<file path="src/rtl/egbp_pkg.sv">
// ----------------------------------------------------------------------------
// egbp_pkg
// Types and constants shared by the bit packer, its channels and its checker.
// ----------------------------------------------------------------------------
`default_nettype none

package egbp_pkg;

    // Output word size; the datapath is sized for this value.
    localparam int WORD_BITS   = 32;
    // Input field widths.
    localparam int KIND_W      = 2;
    localparam int VALUE_W     = 32;
    localparam int COUNT_W     = 6;
    // Fill level of the open word, 0..WORD_BITS.
    localparam int FILL_W      = 6;
    // Length of one code in bits: up to 64 (unary with 63 zeros).
    localparam int LEN_W       = 7;
    // Open word plus the longest code, left aligned.
    localparam int STREAM_BITS = 3 * WORD_BITS;
    // Words in the stream; one code item can complete at most two of them.
    localparam int MAX_WORDS   = 3;
    localparam int NWORDS_W    = 2;

    localparam logic [WORD_BITS-1:0] ALL_ONES = {WORD_BITS{1'b1}};

    typedef enum logic [KIND_W-1:0] {
        KIND_RAW   = 2'd0,
        KIND_UNARY = 2'd1,
        KIND_GAMMA = 2'd2,
        KIND_FLUSH = 2'd3
    } t_kind;

endpackage

`default_nettype wire

</file>
<file path="src/rtl/egbp_in_if.sv">
// ----------------------------------------------------------------------------
// egbp_in_if
// Input channel of the bit packer: one code item per handshake.
// ----------------------------------------------------------------------------
`default_nettype none

interface egbp_in_if;
    logic                          valid;
    logic                          ready;
    logic [egbp_pkg::KIND_W-1:0]   kind;
    logic [egbp_pkg::VALUE_W-1:0]  value;
    logic [egbp_pkg::COUNT_W-1:0]  count;

    modport source (output valid, output kind, output value, output count, input ready);
    modport sink   (input valid, input kind, input value, input count, output ready);
endinterface

`default_nettype wire

</file>
<file path="src/rtl/egbp_out_if.sv">
// ----------------------------------------------------------------------------
// egbp_out_if
// Output channel of the bit packer: one packed word per handshake.
// ----------------------------------------------------------------------------
`default_nettype none

interface egbp_out_if;
    logic                            valid;
    logic                            ready;
    logic [egbp_pkg::WORD_BITS-1:0]  packed_word;
    logic                            last_of_run;

    modport source (output valid, output packed_word, output last_of_run, input ready);
    modport sink   (input valid, input packed_word, input last_of_run, output ready);
endinterface

`default_nettype wire

</file>
<file path="src/rtl/elias_gamma_bit_packer.sv">
// ----------------------------------------------------------------------------
// elias_gamma_bit_packer
// MSB-first bit packer for raw fields, unary codes and Elias-gamma codes.
//
// Each input item appends a code to an open 32-bit word, first bit at the
// top: kind 0 appends the low count bits of value (count 1..32, anything else
// is dropped), kind 1 appends count zeros and a one, kind 2 appends the gamma
// code of value (value zero is dropped), kind 3 flushes the open word left
// aligned, also when it is empty. A word that fills up is held and leaves only
// when the next bit arrives or on a flush, so one item yields zero, one or two
// words (a flush exactly one); last_of_run marks the final word of an item.
// Flow: the input stage takes an item in every cycle in which the merge stage
// is empty or retires its item; the code is formed on the way in (mask,
// leading-one search), merged with the open word by a 96-bit shift in the next
// cycle and sent through an output register. An item that completes two words
// holds the merge stage until both have gone, limited by the single output
// port, and a stalled output holds it as well.
// ----------------------------------------------------------------------------
`default_nettype none

module elias_gamma_bit_packer (
    input  wire         i_clk,
    input  wire         i_rst_n,
    egbp_in_if.sink     i_in,
    egbp_out_if.source  o_out
);
    import egbp_pkg::*;

    typedef logic [WORD_BITS-1:0] t_word;

    // ---- input side: form the code, right aligned, and its length ----------
    t_kind                kind_in;
    logic [4:0]           msb_pos;
    logic [COUNT_W-1:0]   raw_shift;
    t_word                n_code;
    logic [LEN_W-1:0]     n_len;
    logic                 n_flush;

    // ---- merge stage registers ---------------------------------------------
    logic                 r_s_valid;
    t_word                r_code;
    logic [LEN_W-1:0]     r_len;
    logic                 r_flush;
    logic                 r_idx;

    // ---- packer state -------------------------------------------------------
    t_word                r_pw;
    logic [FILL_W-1:0]    r_fill;

    // ---- output register ----------------------------------------------------
    logic                 r_out_valid;
    t_word                r_out_word;
    logic                 r_out_last;

    // ---- merge logic --------------------------------------------------------
    logic [LEN_W-1:0]       total;
    logic [LEN_W-1:0]       total_m1;
    logic [STREAM_BITS-1:0] head;
    logic [STREAM_BITS-1:0] tail;
    logic [STREAM_BITS-1:0] stream;
    t_word                  words [MAX_WORDS];
    logic [NWORDS_W-1:0]    code_words;
    logic [NWORDS_W-1:0]    s_nwords;
    logic [FILL_W-1:0]      new_fill;
    t_word                  new_pw;
    t_word                  cur_word;
    logic                   is_last;
    logic                   out_load;
    logic                   s_emit;
    logic                   s_retire;
    logic                   in_ready;
    logic                   accept;

    assign kind_in = t_kind'(i_in.kind);

    // Leading-one position of value: e = floor(log2(value)).
    always_comb begin
        msb_pos = '0;
        for (int i = 0; i < VALUE_W; i++) begin
            if (i_in.value[i]) begin
                msb_pos = 5'(i);
            end
        end
    end

    assign raw_shift = COUNT_W'(WORD_BITS) - i_in.count;

    always_comb begin
        n_code  = '0;
        n_len   = '0;
        n_flush = 1'b0;
        unique case (kind_in)
            KIND_RAW: begin
                // Drop out-of-range counts; clear bits above count.
                if (i_in.count != '0 && i_in.count <= COUNT_W'(WORD_BITS)) begin
                    n_code = i_in.value & (ALL_ONES >> raw_shift);
                    n_len  = LEN_W'(i_in.count);
                end
            end
            KIND_UNARY: begin
                n_code = t_word'(1);
                n_len  = LEN_W'(i_in.count) + LEN_W'(1);
            end
            KIND_GAMMA: begin
                // e zeros then the e+1 bits of value from its leading one.
                if (i_in.value != '0) begin
                    n_code = i_in.value;
                    n_len  = LEN_W'({msb_pos, 1'b1});
                end
            end
            KIND_FLUSH: begin
                n_flush = 1'b1;
            end
            default: begin
                n_flush = 1'b0;
            end
        endcase
    end

    // Open word and code placed back to back, left aligned in the stream.
    assign total    = LEN_W'(r_fill) + r_len;
    assign total_m1 = total - LEN_W'(1);
    assign head     = {r_pw, {(STREAM_BITS - WORD_BITS){1'b0}}}
                      << (LEN_W'(WORD_BITS) - LEN_W'(r_fill));
    assign tail     = {{(STREAM_BITS - WORD_BITS){1'b0}}, r_code}
                      << (LEN_W'(STREAM_BITS) - total);
    assign stream   = head | tail;

    always_comb begin
        for (int j = 0; j < MAX_WORDS; j++) begin
            words[j] = stream[STREAM_BITS - 1 - j * WORD_BITS -: WORD_BITS];
        end
    end

    // Full words before the last, still open one; a flush sends word 0 as is.
    assign code_words = NWORDS_W'(total_m1 / WORD_BITS);
    always_comb begin
        priority if (r_flush) begin
            s_nwords = NWORDS_W'(1);
        end else if (r_len == '0) begin
            s_nwords = '0;
        end else begin
            s_nwords = code_words;
        end
    end

    assign new_fill = FILL_W'(total - LEN_W'(code_words) * LEN_W'(WORD_BITS));
    assign new_pw   = words[code_words] >> (FILL_W'(WORD_BITS) - new_fill);

    assign cur_word = words[NWORDS_W'(r_idx)];
    assign is_last  = (NWORDS_W'(r_idx) + NWORDS_W'(1)) == s_nwords;

    // Handshake: the output register refills when empty or being drained.
    assign out_load = !r_out_valid || o_out.ready;
    assign s_emit   = r_s_valid && (s_nwords != '0) && out_load;
    assign s_retire = r_s_valid && ((s_nwords == '0) || (out_load && is_last));
    assign in_ready = !r_s_valid || s_retire;
    assign accept   = i_in.valid && in_ready;

    assign i_in.ready        = in_ready;
    assign o_out.valid       = r_out_valid;
    assign o_out.packed_word = r_out_word;
    assign o_out.last_of_run = r_out_last;

    // Control and packer state.
    always_ff @(posedge i_clk) begin
        if (!i_rst_n) begin
            r_s_valid   <= 1'b0;
            r_idx       <= 1'b0;
            r_pw        <= '0;
            r_fill      <= '0;
            r_out_valid <= 1'b0;
        end else begin
            if (accept) begin
                r_s_valid <= 1'b1;
            end else if (s_retire) begin
                r_s_valid <= 1'b0;
            end

            if (s_retire) begin
                r_idx <= 1'b0;
                // Commit the item: reset on flush, advance on a real code.
                if (r_flush) begin
                    r_pw   <= '0;
                    r_fill <= '0;
                end else if (r_len != '0) begin
                    r_pw   <= new_pw;
                    r_fill <= new_fill;
                end
            end else if (s_emit) begin
                r_idx <= 1'b1;
            end

            if (s_emit) begin
                r_out_valid <= 1'b1;
            end else if (o_out.ready) begin
                r_out_valid <= 1'b0;
            end
        end
    end

    // Payload registers.
    always_ff @(posedge i_clk) begin
        if (accept) begin
            r_code  <= n_code;
            r_len   <= n_len;
            r_flush <= n_flush;
        end
        if (s_emit) begin
            r_out_word <= cur_word;
            r_out_last <= is_last;
        end
    end

endmodule

`default_nettype wire

</file>
<file path="src/flat_wrapper.sv">
// flat-port wrapper written by rule: the top's interface ports become plain ports
module elias_gamma_bit_packer_flat import egbp_pkg::*;
  (i_clk, i_rst_n, i_in_valid, i_in_kind, i_in_value, i_in_count, i_in_ready, o_out_valid, o_out_packed_word, o_out_last_of_run, o_out_ready);
  egbp_in_if i_in_i ();
  egbp_out_if o_out_i ();
  input  wire i_clk;
  input  wire i_rst_n;
  input wire logic [$bits(i_in_i.valid)-1:0] i_in_valid;
  input wire logic [$bits(i_in_i.kind)-1:0] i_in_kind;
  input wire logic [$bits(i_in_i.value)-1:0] i_in_value;
  input wire logic [$bits(i_in_i.count)-1:0] i_in_count;
  output wire logic [$bits(i_in_i.ready)-1:0] i_in_ready;
  output wire logic [$bits(o_out_i.valid)-1:0] o_out_valid;
  output wire logic [$bits(o_out_i.packed_word)-1:0] o_out_packed_word;
  output wire logic [$bits(o_out_i.last_of_run)-1:0] o_out_last_of_run;
  input wire logic [$bits(o_out_i.ready)-1:0] o_out_ready;
  assign i_in_i.valid = i_in_valid;
  assign i_in_i.kind = i_in_kind;
  assign i_in_i.value = i_in_value;
  assign i_in_i.count = i_in_count;
  assign i_in_ready = i_in_i.ready;
  assign o_out_valid = o_out_i.valid;
  assign o_out_packed_word = o_out_i.packed_word;
  assign o_out_last_of_run = o_out_i.last_of_run;
  assign o_out_i.ready = o_out_ready;
  elias_gamma_bit_packer u_core (.i_clk(i_clk), .i_rst_n(i_rst_n), .i_in(i_in_i), .o_out(o_out_i));
endmodule
</file>
<file path="config.mk">
export PLATFORM = sky130hd
export DESIGN_NAME = elias_gamma_bit_packer_flat
export DESIGN_NICKNAME = d
export VERILOG_FILES = /design/src/rtl/egbp_pkg.sv /design/src/rtl/egbp_in_if.sv /design/src/rtl/egbp_out_if.sv /design/src/rtl/elias_gamma_bit_packer.sv /design/src/flat_wrapper.sv
export SDC_FILE = /design/constraint.sdc
export NUM_CORES = 1
export LEC_CHECK = 0
export ABC_AREA = 1
export BUFFER_PORTS_ARGS = -buffer_cell sky130_fd_sc_hd__buf_2
export CELL_PAD_IN_SITES_DETAIL_PLACEMENT = 1
export CELL_PAD_IN_SITES_GLOBAL_PLACEMENT = 1
export CORE_AREA = 2 2 147 256
export DETAILED_ROUTE_END_ITERATION = 10
export DIE_AREA = 0 0 149 258
export PLACE_DENSITY = 0.74
export SYNTH_ARGS = -nofsm -noshare
export SYNTH_HDL_FRONTEND = slang
export SYNTH_SLANG_ARGS = --single-unit
</file>
<file path="constraint.sdc">
create_clock -name i_clk -period 6.64 [get_ports i_clk]
set_clock_uncertainty 0.15 [all_clocks]
set_input_delay 1.328 -clock i_clk [delete_from_list [all_inputs] [get_ports i_clk]]
set_output_delay 1.328 -clock i_clk [all_outputs]
set_load 0.005 [all_outputs]
</file>
==> results of run 1 <==
==> cells in the mapped netlist, types with 2 or more instances <==
cell                              n  share of area, %
sky130_fd_sc_hd__a211oi_1        18               1.1
sky130_fd_sc_hd__a21oi_1         72               2.9
sky130_fd_sc_hd__a21oi_2          2              0.14
sky130_fd_sc_hd__a311oi_1         3              0.21
sky130_fd_sc_hd__a31oi_1         24               1.2
sky130_fd_sc_hd__and2_1           3              0.15
sky130_fd_sc_hd__buf_1           29              0.87
sky130_fd_sc_hd__buf_2           43               1.7
sky130_fd_sc_hd__buf_4           11              0.66
sky130_fd_sc_hd__clkbuf_1        59               1.8
sky130_fd_sc_hd__clkinv_1         5              0.15
sky130_fd_sc_hd__dfxtp_1         41               6.5
sky130_fd_sc_hd__dlygate4sd1_1    3              0.21
sky130_fd_sc_hd__edfxtp_1        73                17
sky130_fd_sc_hd__ha_1            13               1.3
sky130_fd_sc_hd__inv_1          143               4.3
sky130_fd_sc_hd__inv_2            8              0.24
sky130_fd_sc_hd__mux2i_1          8              0.64
sky130_fd_sc_hd__nand2_1        822                25
sky130_fd_sc_hd__nand2_2          6              0.30
sky130_fd_sc_hd__nand3_1        386                15
sky130_fd_sc_hd__nand3b_1         3              0.18
sky130_fd_sc_hd__nand4_1         11              0.55
sky130_fd_sc_hd__nor2_1         123               3.7
sky130_fd_sc_hd__nor2_2           3              0.15
sky130_fd_sc_hd__nor3_1          23              0.92
sky130_fd_sc_hd__o211ai_1        19               1.1
sky130_fd_sc_hd__o211ai_2         2              0.20
sky130_fd_sc_hd__o21a_1           2              0.12
sky130_fd_sc_hd__o21ai_0        174               6.9
sky130_fd_sc_hd__o21ai_1          8              0.32
sky130_fd_sc_hd__o221ai_1         3              0.21
sky130_fd_sc_hd__o22ai_1          5              0.25
sky130_fd_sc_hd__o31ai_1          4              0.24
sky130_fd_sc_hd__o32ai_1          7              0.49
sky130_fd_sc_hd__or2_2            7              0.35
sky130_fd_sc_hd__xnor2_1          3              0.21
sky130_fd_sc_hd__xor2_1           3              0.21
sky130_fd_sc_hd__xor2_2           4              0.52
==> cells by family (layout without fill, tap and decap cells) <==
kind of cell,count (synthesis),after routing,synth area share [%]
adder cells (fa/ha/maj),14,14,1.46
AND/OR/NAND/NOR,1395,1395,46.9
buffers and inverters,301,297,9.89
flip-flops,114,114,24.0
AO/OA/AOI/OAI,349,349,16.0
XOR/XNOR,11,11,1.07
multiplexers,8,8,0.639
==> per-stage QoR <==
stage,setup WS [ns],util [%]
finish,0.848,37.6
global route,0.588,37.6
global placement,1.35,35.9
floorplan,1.45,-
detailed placement,1.29,35.9
CTS,0.870,37.6
==> where the power goes <==
group	total (uW)	switching [uW]	leakage, uW	internal, uW
registers	894	39.5	0.00105	854
logic	2870	2140	0.00480	736
clock network	950	378	0.000298	572
==> final cells by class <==
class | count | share of cell area, %
multi-input combinational | 1777 | 60.6
tap | 475 | 4.33
clock buffer | 21 | 3.62
clock inverter | 11 | 0.710
timing repair buffer | 109 | 4.59
sequential | 114 | 21.9
inverter | 156 | 4.26
==> routing by layer <==
| layer | track usage, % | vias to the layer above | wire (um) |
|---|---|---|---|
| li1 | - | 7274 | - |
| met1 | 28.6 | 7306 | 19700 |
| met2 | 60.0 | 444 | 32400 |
| met3 | 4.35 | 217 | 2210 |
| met4 | 30.2 | 0 | 6770 |
| met5 | 0 | - | 0 |
==> worst paths after layout <==
check / end / slack [ns] / cells past startpoint
min reg2reg: u_core.r_pw[25] / 0.31 / 2
min: u_core.r_pw[25] / 0.31 / 2
max reg2reg: u_core.r_pw[1] / 1.01 / 25
max: i_in_ready / 0.85 / 18
==> registers in the layout (all words and copies together), names as in the netlist <==
register,cells
u_core.o_out.packed_word,32
u_core.r_len,7
u_core.o_out.last_of_run,1
u_core.r_s_valid,1
u_core.r_flush,1
u_core.r_pw,32
u_core.o_out.valid,1
u_core.r_fill,6
u_core.r_code,32
u_core.r_idx,1
==> critical path: stages (launching register included) <==
cell and delay (ns):
sky130_fd_sc_hd__dfxtp_1 0.31, sky130_fd_sc_hd__buf_4 0.34, sky130_fd_sc_hd__ha_2 0.29, sky130_fd_sc_hd__fa_1 0.45, sky130_fd_sc_hd__inv_1 0.15, sky130_fd_sc_hd__ha_2 0.20, sky130_fd_sc_hd__nand2_1 0.12, sky130_fd_sc_hd__nor2_2 0.17
sky130_fd_sc_hd__nand3_2 0.10, sky130_fd_sc_hd__xor2_2 0.15, sky130_fd_sc_hd__buf_4 0.26, sky130_fd_sc_hd__inv_2 0.46, sky130_fd_sc_hd__nand2_2 0.14, sky130_fd_sc_hd__nand2_2 0.15, sky130_fd_sc_hd__o21ai_2 0.08, sky130_fd_sc_hd__nor2_2 0.15
sky130_fd_sc_hd__nand2_2 0.12, sky130_fd_sc_hd__nand2_1 0.10, sky130_fd_sc_hd__buf_2 0.11
==> out/results.txt, run 1 <==
The tool flagged a number of max-cap violations equal to 0. The design area is 13,700 um^2, and the post-CTS resize count is 0. The tools report the global placement routability congestion as 1.01.

After the first detailed-routing iteration, the DRC count stood at 937. The tools report the via count of the first global-routing pass as 15,755. The initial antenna violation count is 0.

Subtracting the final worst setup slack from the clock period gives 5.79 ns. The tightest hold margin was 0.314 ns; the count of flip-flops with a built-in enable after synthesis was 73. The run gives 36,500 um^2 as the area of the core.

The number of flip-flops and latches in the synthesized netlist was 114; the period utilization was 87.2%. The peak ir drop on the vdd network was 0.000154 V; the total congestion overflow after global routing was 0. The run gives 0 as the final-report max-slew violation count. The most frequent standard cell in the layout excluding fill and tap cells was sky130_fd_sc_hd__nand2_1. The critical path starts at u_core.r_fill[0]. The detailed-router iteration count before antenna repair was 7; the power density of the placed cells was 343 nW/um^2.

TritonCTS built the clock tree. The die covers 38,400 um^2. The tools report the effective utilization at floorplan as 34.3%. Summing all placed instances gives a cell area of 13,100 um^2.

The worst hold path belongs to the class flop to flop. In this run the most critical hold path is launched from u_core.r_pw[25]. The filler cells instantiated in the layout total 5,064. STA classifies the critical path startpoint as a flop.

The floorplan step set the die width to 149 um. Post-synthesis cell count: 2,192. After clock tree synthesis, the setup repair step added 0 buffers. For the data arrival at the endpoint of the critical path, the log shows 4.31 ns. Setup repair after global routing left no endpoint under its margin. Global routing used 32.0% of the available tracks. Number of port buffers: 78. Setup violations remaining at the end of the flow were counted as 0. In this run the remaining antenna-violating nets after routing total 0. The final layout contains routed wiring with a total length of 61,100 um. Library cell used as clock root buffer: sky130_fd_sc_hd__clkbuf_16. In the layout the commonest cells are sky130_fd_sc_hd__nand2_1, sky130_fd_sc_hd__nand3_1, sky130_fd_sc_hd__o21ai_0, sky130_fd_sc_hd__inv_1, sky130_fd_sc_hd__nor2_1. The number of nets in the synthesized netlist is 2,250. The worst slew margin relative to its limit is 15.4%. In the routed layout, each cell is associated on average with a via count of 5.72. In this run, post-CTS hold repair placed 0 buffers.

The fraction of layout cells with a size suffix above 1 was 8.68%. The worst setup path is captured at an output pin. The largest net degree at the start of global routing was 86; the first-pass GRT wire length was 91,800 um. The prevailing post-synth register cell was sky130_fd_sc_hd__edfxtp_1. The flow ran to the end, and the final reports show no timing, DRC or antenna violations.

The final layout contains 2,233 nets. For this design the top-level I/O count stands at 79. Excluding fillers, the count of instances in the completed layout stands at 2,663. The routed layout has 15,241 vias.

For the worst setup path, the data required time is 5.16 ns. After detailed routing, the average wire length per cell comes to 22.9 um. Clock tree synthesis inserted a total of 17 buffers. The number of antenna diodes in the final layout is 0. The logs give 4720 uW for the total design power and 0 for the detailed-route DRC error count. Clock-pin slew was measured on the worst setup and hold paths at 0.06 ns.

The floorplan step set the die height to 258 um. The biggest fanout along the worst timing path works out to 36. The number of sinks driven by the clock tree is 114.

The peak clock frequency supported by timing came out at 173 MHz. The actual transition at the worst max-transition pin is 1.26 ns. The sequential cells in the finished layout cover a total of 3010 um^2.

For the total count of hold-check failures in the final report, the log shows 0. From synthesis to final layout, the design area changed by 9.61%. In this run the static leakage power is 0.00614 uW.

No sink is reached through more buffers than the 2 on the longest clock path. The multi-input combinational cells in the finished layout cover a total of 8320 um^2. Critical path class: flop to output pin. The run gives 0 as the number of warnings issued by yosys.

The share of the yosys chip area belonging to registers came out at 24.0%. The synthesized area divided by synthesized cell count was 5.72 um^2; the CTS H-tree depth was 4. The post-synthesis async set-or-reset flop share is 0%, and the final HPWL from detailed placement is 47,900 um. Adding up every negative setup slack in the final design gives 0 ns. In this run the critical register-to-register path is launched from u_core.r_fill[0]. Including well taps, the total number of placed cells is 2,630. In this run, distinct cell masters in the synthesized netlist total 55.

The run gives 93 as the number of placement rows. The synthesized area is 12,500 um^2, and the worst-skew pair later-pin latency is 0.46 ns.
Note: power is estimated with default switching activity, not from simulation.
==> run 2, diff against run 1 <==
CORE_AREA = 2 2 137 240   (was 2 2 147 256)
CTS_CLUSTER_SIZE = 16   (was default)
DIE_AREA = 0 0 139 242   (was 0 0 149 258)
PLACE_DENSITY = 0.82   (was 0.74)
==> out/results.txt, run 2 (synthesis gave the netlist of run 1 again) <==
The run gives 74 (was 86) as the largest net degree at the start of global routing. The switching fraction of total power came out at 54.4% (was 54.1%). Number of placement rows: 87 (was 93). The logs give 15,554 (was 15,241) for the total number of vias and 0 (unchanged) for the post-CTS resize count.

Setup repair after global routing left no endpoint under its margin. The non-filler instance count after layout is 2,589 (was 2,663). The detailed-route DRC error count was 0 (unchanged). The via count of the first global-routing pass was 16,070 (was 15,755); the routed wirelength normalized by instance count was 23.8 um (was 22.9 um). For the initial antenna violation count, the log shows 0 (unchanged). Library cell used as clock root buffer: sky130_fd_sc_hd__clkbuf_16 (unchanged). The most frequent standard cell in the layout excluding fill and tap cells was sky130_fd_sc_hd__nand2_1 (unchanged).

The switching power of the nets came out at 2550 uW (about the same). For the peak ir drop on the vdd network, the log shows 0.000232 V (was 0.000154 V). The length in cells of the worst reg-to-reg path is 22 (was 25), and the number of nets with antenna violations after routing is 0 (unchanged). The fraction of layout cells with a size suffix above 1 was 8.73% (was 8.68%).

The cell with the biggest individual delay on the critical path was sky130_fd_sc_hd__buf_4 (was sky130_fd_sc_hd__inv_2). The number of buffers created by CTS is 17 (unchanged). The area of the core is 31,800 um^2 (was 36,500 um^2).

For the number of design-rule violations left by the first detailed-router iteration, the log shows 957 (was 937). The tools report the peak clock frequency supported by timing as 176 MHz (was 173 MHz). The boundary pin count is 79 (unchanged), and the number of buffers and inverters on the critical path is 5 (unchanged).

The full die area was 33,600 um^2 (was 38,400 um^2). The tools report the nature of the critical path endpoint as an output pin (unchanged). The CTS H-tree depth is 4 (unchanged), and the biggest fanout along the worst timing path is 61 (was 36). The period utilization came out at 85.8% (was 87.2%). The final critical delay including setup and external delays is 5.70 ns (was 5.79 ns), and the first-pass GRT wire length is 92,100 um (was 91,800 um). The run finished with clean final reports.

The power density of the placed cells is 344 nW/um^2 (was 343 nW/um^2). The critical path's top delay family was buffers and inverters (unchanged). The count of cell instances traversed by the critical path is 16 (was 18). For the worst-skew pair later-pin latency, the log shows 0.46 ns (about the same). The logs give 0.996 (was 1.01) for the global placement routability congestion and 4.22 ns (was 4.31 ns) for the data arrival at the endpoint of the critical path.

The detailed-route vias per instance works out to 6.01 (was 5.72). The tools report the critical path launch point type as a flop (unchanged). Worst slew margin relative to its limit: 11.4% (was 15.4%).

The placed cell count is 2,557 (was 2,630), and the max-capacitance violation count is 0 (unchanged). The number of sinks driven by the clock tree is 114 (unchanged), and the final HPWL from detailed placement is 48,600 um (was 47,900 um). The tools report the relative contribution of the clock network to total power as 19.6% (was 20.1%). Signed area change from the synthesized netlist to the final layout: 8.74% (was 9.61%).

The actual transition at the worst max-transition pin works out to 1.32 ns (was 1.26 ns). The leakage power total was 0.00614 uW (about the same); the number of instances on the worst hold path was 2 (unchanged). The tools report the internal power summed over all cells as 2140 uW (was 2160 uW). The number of nets in the finished design was 2,234 (was 2,233).

The critical path data required time is 5.16 ns (about the same), and the overall fraction of global-route tracks in use is 36.2% (was 32.0%). For the post-CTS setup repair buffer count, the log shows 0 (unchanged). The critical path class is flop to output pin (unchanged).

The tools report the routed wire length as 61,600 um (was 61,100 um). The number of port buffers came out at 78 (unchanged). The tools report the power share of the combinational group as 61.3% (was 60.9%). The register clock-pin slew on the reported worst setup and hold paths came out at 0.06 ns (about the same). The tools report the detailed-router iteration count before antenna repair as 5 (was 7). Class of the tightest hold or removal check: flop to flop (unchanged). The final-report max-slew violation count was 0 (unchanged); the total congestion overflow after global routing was 0 (unchanged). The chip width was 139 um (was 149 um); the total count of hold-check failures in the final report was 0 (unchanged).

The setup violation total in the final timing report was 0 (unchanged); the buffer levels on the longest clock path was 2 (unchanged). TritonCTS built the clock tree. The maximum single-stage delay on the critical path was 0.54 ns (was 0.46 ns).

Leading cell types in the layout, fill and taps excluded: sky130_fd_sc_hd__nand2_1, sky130_fd_sc_hd__nand3_1, sky130_fd_sc_hd__o21ai_0, sky130_fd_sc_hd__inv_1, sky130_fd_sc_hd__nor2_1 (unchanged). For the tightest hold margin, the log shows 0.326 ns (was 0.314 ns). The logs give 0 (unchanged) for the count of hold-fix buffers inserted at cts and 0 (unchanged) for the antenna diode instance count. Y dimension of the die: 242 um (was 258 um). The logs give 19.1% (was 19.0%) for the part of the power in registers and 0 ns (unchanged) for the sum of negative setup slack. Chain of cells forming the critical path: buf_4 -> ha_2 -> clkinv_1 -> buf_4 -> nand4_2 -> nor2_1 -> nand2_1 -> nand2_2 -> buf_4 -> o21ai_0 -> nand2_2 -> o21ai_2 -> nor2_2 -> nand2_2 -> nand2_1 -> buf_2 (was buf_4 -> ha_2 -> fa_1 -> inv_1 -> ha_2 -> nand2_1 -> nor2_2 -> nand3_2 -> xor2_2 -> buf_4 -> inv_2 -> nand2_2 -> nand2_2 -> o21ai_2 -> nor2_2 -> nand2_2 -> nand2_1 -> buf_2).

The effective utilization at floorplan was 39.4% (was 34.3%); the utilization after layout was 42.9% (was 37.6%).
run 2: path summary, 6_finish.rpt:
kind	from	end	slack, ns
worst max-delay path	u_core.r_fill[0]	i_in_ready	0.94
worst min-delay path	u_core.r_pw[25]	u_core.r_pw[25]	0.33
worst max register to register	u_core.r_fill[0]	u_core.r_pw[5]	1.09
worst min register to register	u_core.r_pw[25]	u_core.r_pw[25]	0.33
run 2: cell type report:
| type | count | area [um^2] |
|---|---|---|
| Fill cell | 4481 | 18200 |
| Sequential cell | 114 | 3010 |
| Timing Repair Buffer | 110 | 631 |
| Clock inverter | 10 | 67.6 |
| Tap cell | 400 | 500 |
| Clock buffer | 22 | 510 |
| Multi-Input combinational cell | 1777 | 8320 |
| Inverter | 156 | 586 |
run 2: stage by stage:
step	total power (uW)	setup slack, ns	instance area [um^2]
floorplan	2800	1.45	12500
global placement	3630	1.36	13000
detailed placement	3700	1.18	13000
CTS	4630	0.936	13600
global route	4980	0.680	13600
finish	4680	0.944	13600
run 2: worst min-delay path, delay by kind of cell (launching register included):
kind | cells | cell delay [ns]
flops | 1 | 0.31
simple gates | 1 | 0.06
compound gates | 1 | 0.06
run 2: power by group through the flow:
stage / Clock, uW / Combinational [uW] / Sequential, uW
floorplan: 0 / 1900 / 898
CTS: 929 / 2800 / 896
global route: 953 / 3130 / 901
detailed placement: 0 / 2790 / 910
finish: 919 / 2870 / 895
global placement: 0 / 2730 / 906
run 2: routing by layer:
layer	vias to the layer above	part of all wire [%]	GRT usage, %
met5	-	0	0
met3	294	4.0	4.88
li1	7278	-	-
met4	0	13	40.1
met1	7473	32	32.1
met2	509	51	65.6
==> run 3, diff against run 2 <==
CTS_BUF_LIST = sky130_fd_sc_hd__clkbuf_4 sky130_fd_sc_hd__clkbuf_8   (was default)
==> out/results.txt, run 3 (synthesis gave the netlist of run 1 again) <==
The flow ran to the end, and the final reports show no timing, DRC or antenna violations. The number of design-rule violations left by the first detailed-router iteration is 899 (was 957), and the routed wirelength normalized by instance count is 23.6 um (was 23.8 um). The largest net degree at the start of global routing was 74 (unchanged); the overall fraction of global-route tracks in use was 35.8% (was 36.2%).

The power density of the placed cells was 331 nW/um^2 (was 344 nW/um^2); the setup violation total in the final timing report was 0 (unchanged). The logs give 0 ns (unchanged) for the sum of negative setup slack and 3010 um^2 (unchanged) for the register area. The CTS H-tree depth is 4 (unchanged), and the boundary pin count is 79 (unchanged).

The startpoint of the worst register-to-register path is u_core.r_fill[0] (unchanged). The final critical delay including setup and external delays works out to 5.74 ns (was 5.70 ns). The final HPWL from detailed placement was 48,600 um (unchanged); the data arrival at the endpoint of the critical path was 4.26 ns (was 4.22 ns).

Total number of vias: 15,537 (was 15,554). The tools report the post-CTS setup repair buffer count as 0 (unchanged). The y dimension of the die was 242 um (unchanged). Most frequent standard cell in the layout excluding fill and tap cells: sky130_fd_sc_hd__nand2_1 (unchanged). The run gives 0 (unchanged) as the total count of hold-check failures in the final report. The final-report max-slew violation count is 0 (unchanged).

The class of the tightest hold or removal check is flop to flop (unchanged). Setup repair after global routing left no endpoint under its margin. The peak clock frequency supported by timing was 174 MHz (was 176 MHz). The logs give 4,516 (was 4,481) for the layout filler cell count and 2 (was 0) for the initial antenna violation count.

The first-pass GRT wire length is 91,100 um (was 92,100 um), and the register clock-pin slew on the reported worst setup and hold paths is 0.08 ns (was 0.06 ns). For the effective utilization at floorplan, the log shows 39.4% (unchanged). Chain of cells forming the critical path: buf_4 -> ha_2 -> clkinv_1 -> buf_4 -> nand4_2 -> nor2_1 -> nand2_1 -> nand2_2 -> buf_4 -> o21ai_0 -> nand2_2 -> o21ai_2 -> nor2_2 -> nand2_2 -> nand2_1 -> buf_2 (unchanged).

Leading cell types in the layout, fill and taps excluded: sky130_fd_sc_hd__nand2_1, sky130_fd_sc_hd__nand3_1, sky130_fd_sc_hd__o21ai_0, sky130_fd_sc_hd__inv_1, sky130_fd_sc_hd__nor2_1 (unchanged). The peak ir drop on the vdd network is 0.000160 V (was 0.000232 V), and the number of nets in the finished design is 2,234 (unchanged). The chip width came out at 139 um (unchanged). TritonCTS built the clock tree. The number of port buffers is 78 (unchanged). The number of nets with antenna violations after routing is 0 (unchanged), and the number of instances on the worst hold path is 2 (unchanged).

The tools report the buffer levels on the longest clock path as 2 (unchanged). The cell with the biggest individual delay on the critical path is sky130_fd_sc_hd__buf_4 (unchanged). The tools report the critical path data required time as 5.16 ns (about the same).

The global placement routability congestion was 0.996 (unchanged). The run gives 0 (unchanged) as the count of hold-fix buffers inserted at cts. The maximum single-stage delay on the critical path was 0.55 ns (was 0.54 ns); the via count of the first global-routing pass was 15,945 (was 16,070). The worst-skew pair later-pin latency was 0.50 ns (was 0.46 ns); the period utilization was 86.4% (was 85.8%). The launch point of the critical path was u_core.r_fill[0] (unchanged). Tightest hold margin: 0.324 ns (was 0.326 ns). The detailed-route DRC error count is 0 (unchanged). The critical path class was flop to output pin (unchanged). The tools report the nature of the critical path endpoint as an output pin (unchanged). The number of placement rows is 87 (unchanged). For the total congestion overflow after global routing, the log shows 0 (unchanged).

The slack of the worst reg-to-reg path is 1.11 ns (was 1.09 ns), and the signed area change from the synthesized netlist to the final layout is 7.31% (was 8.74%). The cell area after placement is 13,000 um^2 (unchanged). The post-CTS resize count is 0 (unchanged), and the number of buffers created by CTS is 17 (unchanged).

Number of sinks driven by the clock tree: 114 (unchanged). The routed wire length was 61,000 um (was 61,600 um). The run gives 31,800 um^2 (unchanged) as the area of the core. The fraction of layout cells with a size suffix above 1 came out at 8.73% (unchanged). The detailed-route vias per instance was 6.00 (was 6.01); the max-capacitance violation count was 0 (unchanged). The end of the critical path is i_in_ready (unchanged). The logs give 8320 um^2 (unchanged) for the multi-input gate area in the final layout and 33,600 um^2 (unchanged) for the full die area. The leakage power total is 0.00606 uW (was 0.00614 uW), and the biggest fanout along the worst timing path is 61 (unchanged).

Design area: 13,400 um^2 (was 13,600 um^2). The detailed-router iteration count before antenna repair is 6 (was 5), and the worst slew margin relative to its limit is 12.8% (was 11.4%). End of the worst register-to-register path: u_core.r_pw[5] (unchanged).

The actual transition at the worst max-transition pin came out at 1.30 ns (was 1.32 ns). The tools report the library cell used as clock root buffer as sky130_fd_sc_hd__clkbuf_8 (was sky130_fd_sc_hd__clkbuf_16). The length in cells of the worst reg-to-reg path came out at 22 (unchanged). Critical path launch point type: a flop (unchanged).
-- run 3: cell count changes in the layout (fill, tap and decap cells not counted), sizes merged --
cell    previous run  this run
diode              0         1
bufinv             0         2
clkbuf            22        20
-- run 3: stage by stage --
step                      setup slack (ns)  util [%]  total power, uW  std cells
after global routing                 0.633      42.3             4740       2590
final                                0.902      42.3             4450       2590
after detailed placement              1.18      41.1             3700       2557
after CTS                            0.899      42.3             4400       2589
after floorplan                       1.45         -             2800       2192
after global placement                1.36      41.1             3630       2557
-- run 3: critical path: cells and delay by family, from the launching register on --
kind / cells / cell delay, ns
buffers and inverters: 5 / 1.46
AOI/OAI and AO/OA: 2 / 0.29
and+or+nand+nor: 8 / 1.30
adders and majority gates: 1 / 0.36
DFF: 1 / 0.32
-- run 3: cell type report --
type / instances / area share (%)
tap: 400 / 3.72
clock inverter: 12 / 0.949
timing repair buffer: 110 / 4.69
clock buffer: 20 / 2.00
multi-input combinational: 1777 / 61.9
antenna: 1 / 0.0186
sequential: 114 / 22.4
inverter: 156 / 4.35
-- run 3: worst min path at each step --
stage	from	to	slack, ns
2_1_floorplan	u_core.r_pw[25]	u_core.r_pw[25]	0.29
3_3_place_gp	u_core.r_pw[25]	u_core.r_pw[25]	0.31
3_5_place_dp	u_core.r_pw[25]	u_core.r_pw[25]	0.32
4_1_cts	u_core.r_pw[25]	u_core.r_pw[25]	0.33
5_1_grt	u_core.r_pw[25]	u_core.r_pw[25]	0.35
6_report	u_core.r_pw[25]	u_core.r_pw[25]	0.32
-- run 3: where the power goes --
group          switching [uW]  total (uW)  internal [uW]
Combinational            2130        2870            736
Sequential               40.3         894            853
Clock                     333         690            358
Total                    2500        4450           1950
-- run 3: metal layers --
layer  part of all wire, %  routed length, um  global-route usage, %  vias to the layer above
met5                 0.031                 19                      0                        -
li1                      -                  -                      -                     7269
met3                   3.5               2110                   4.78                      281
met4                    12               7620                   37.8                        2
met2                    52              31800                   65.9                      511
met1                    32              19500                   31.6                     7474
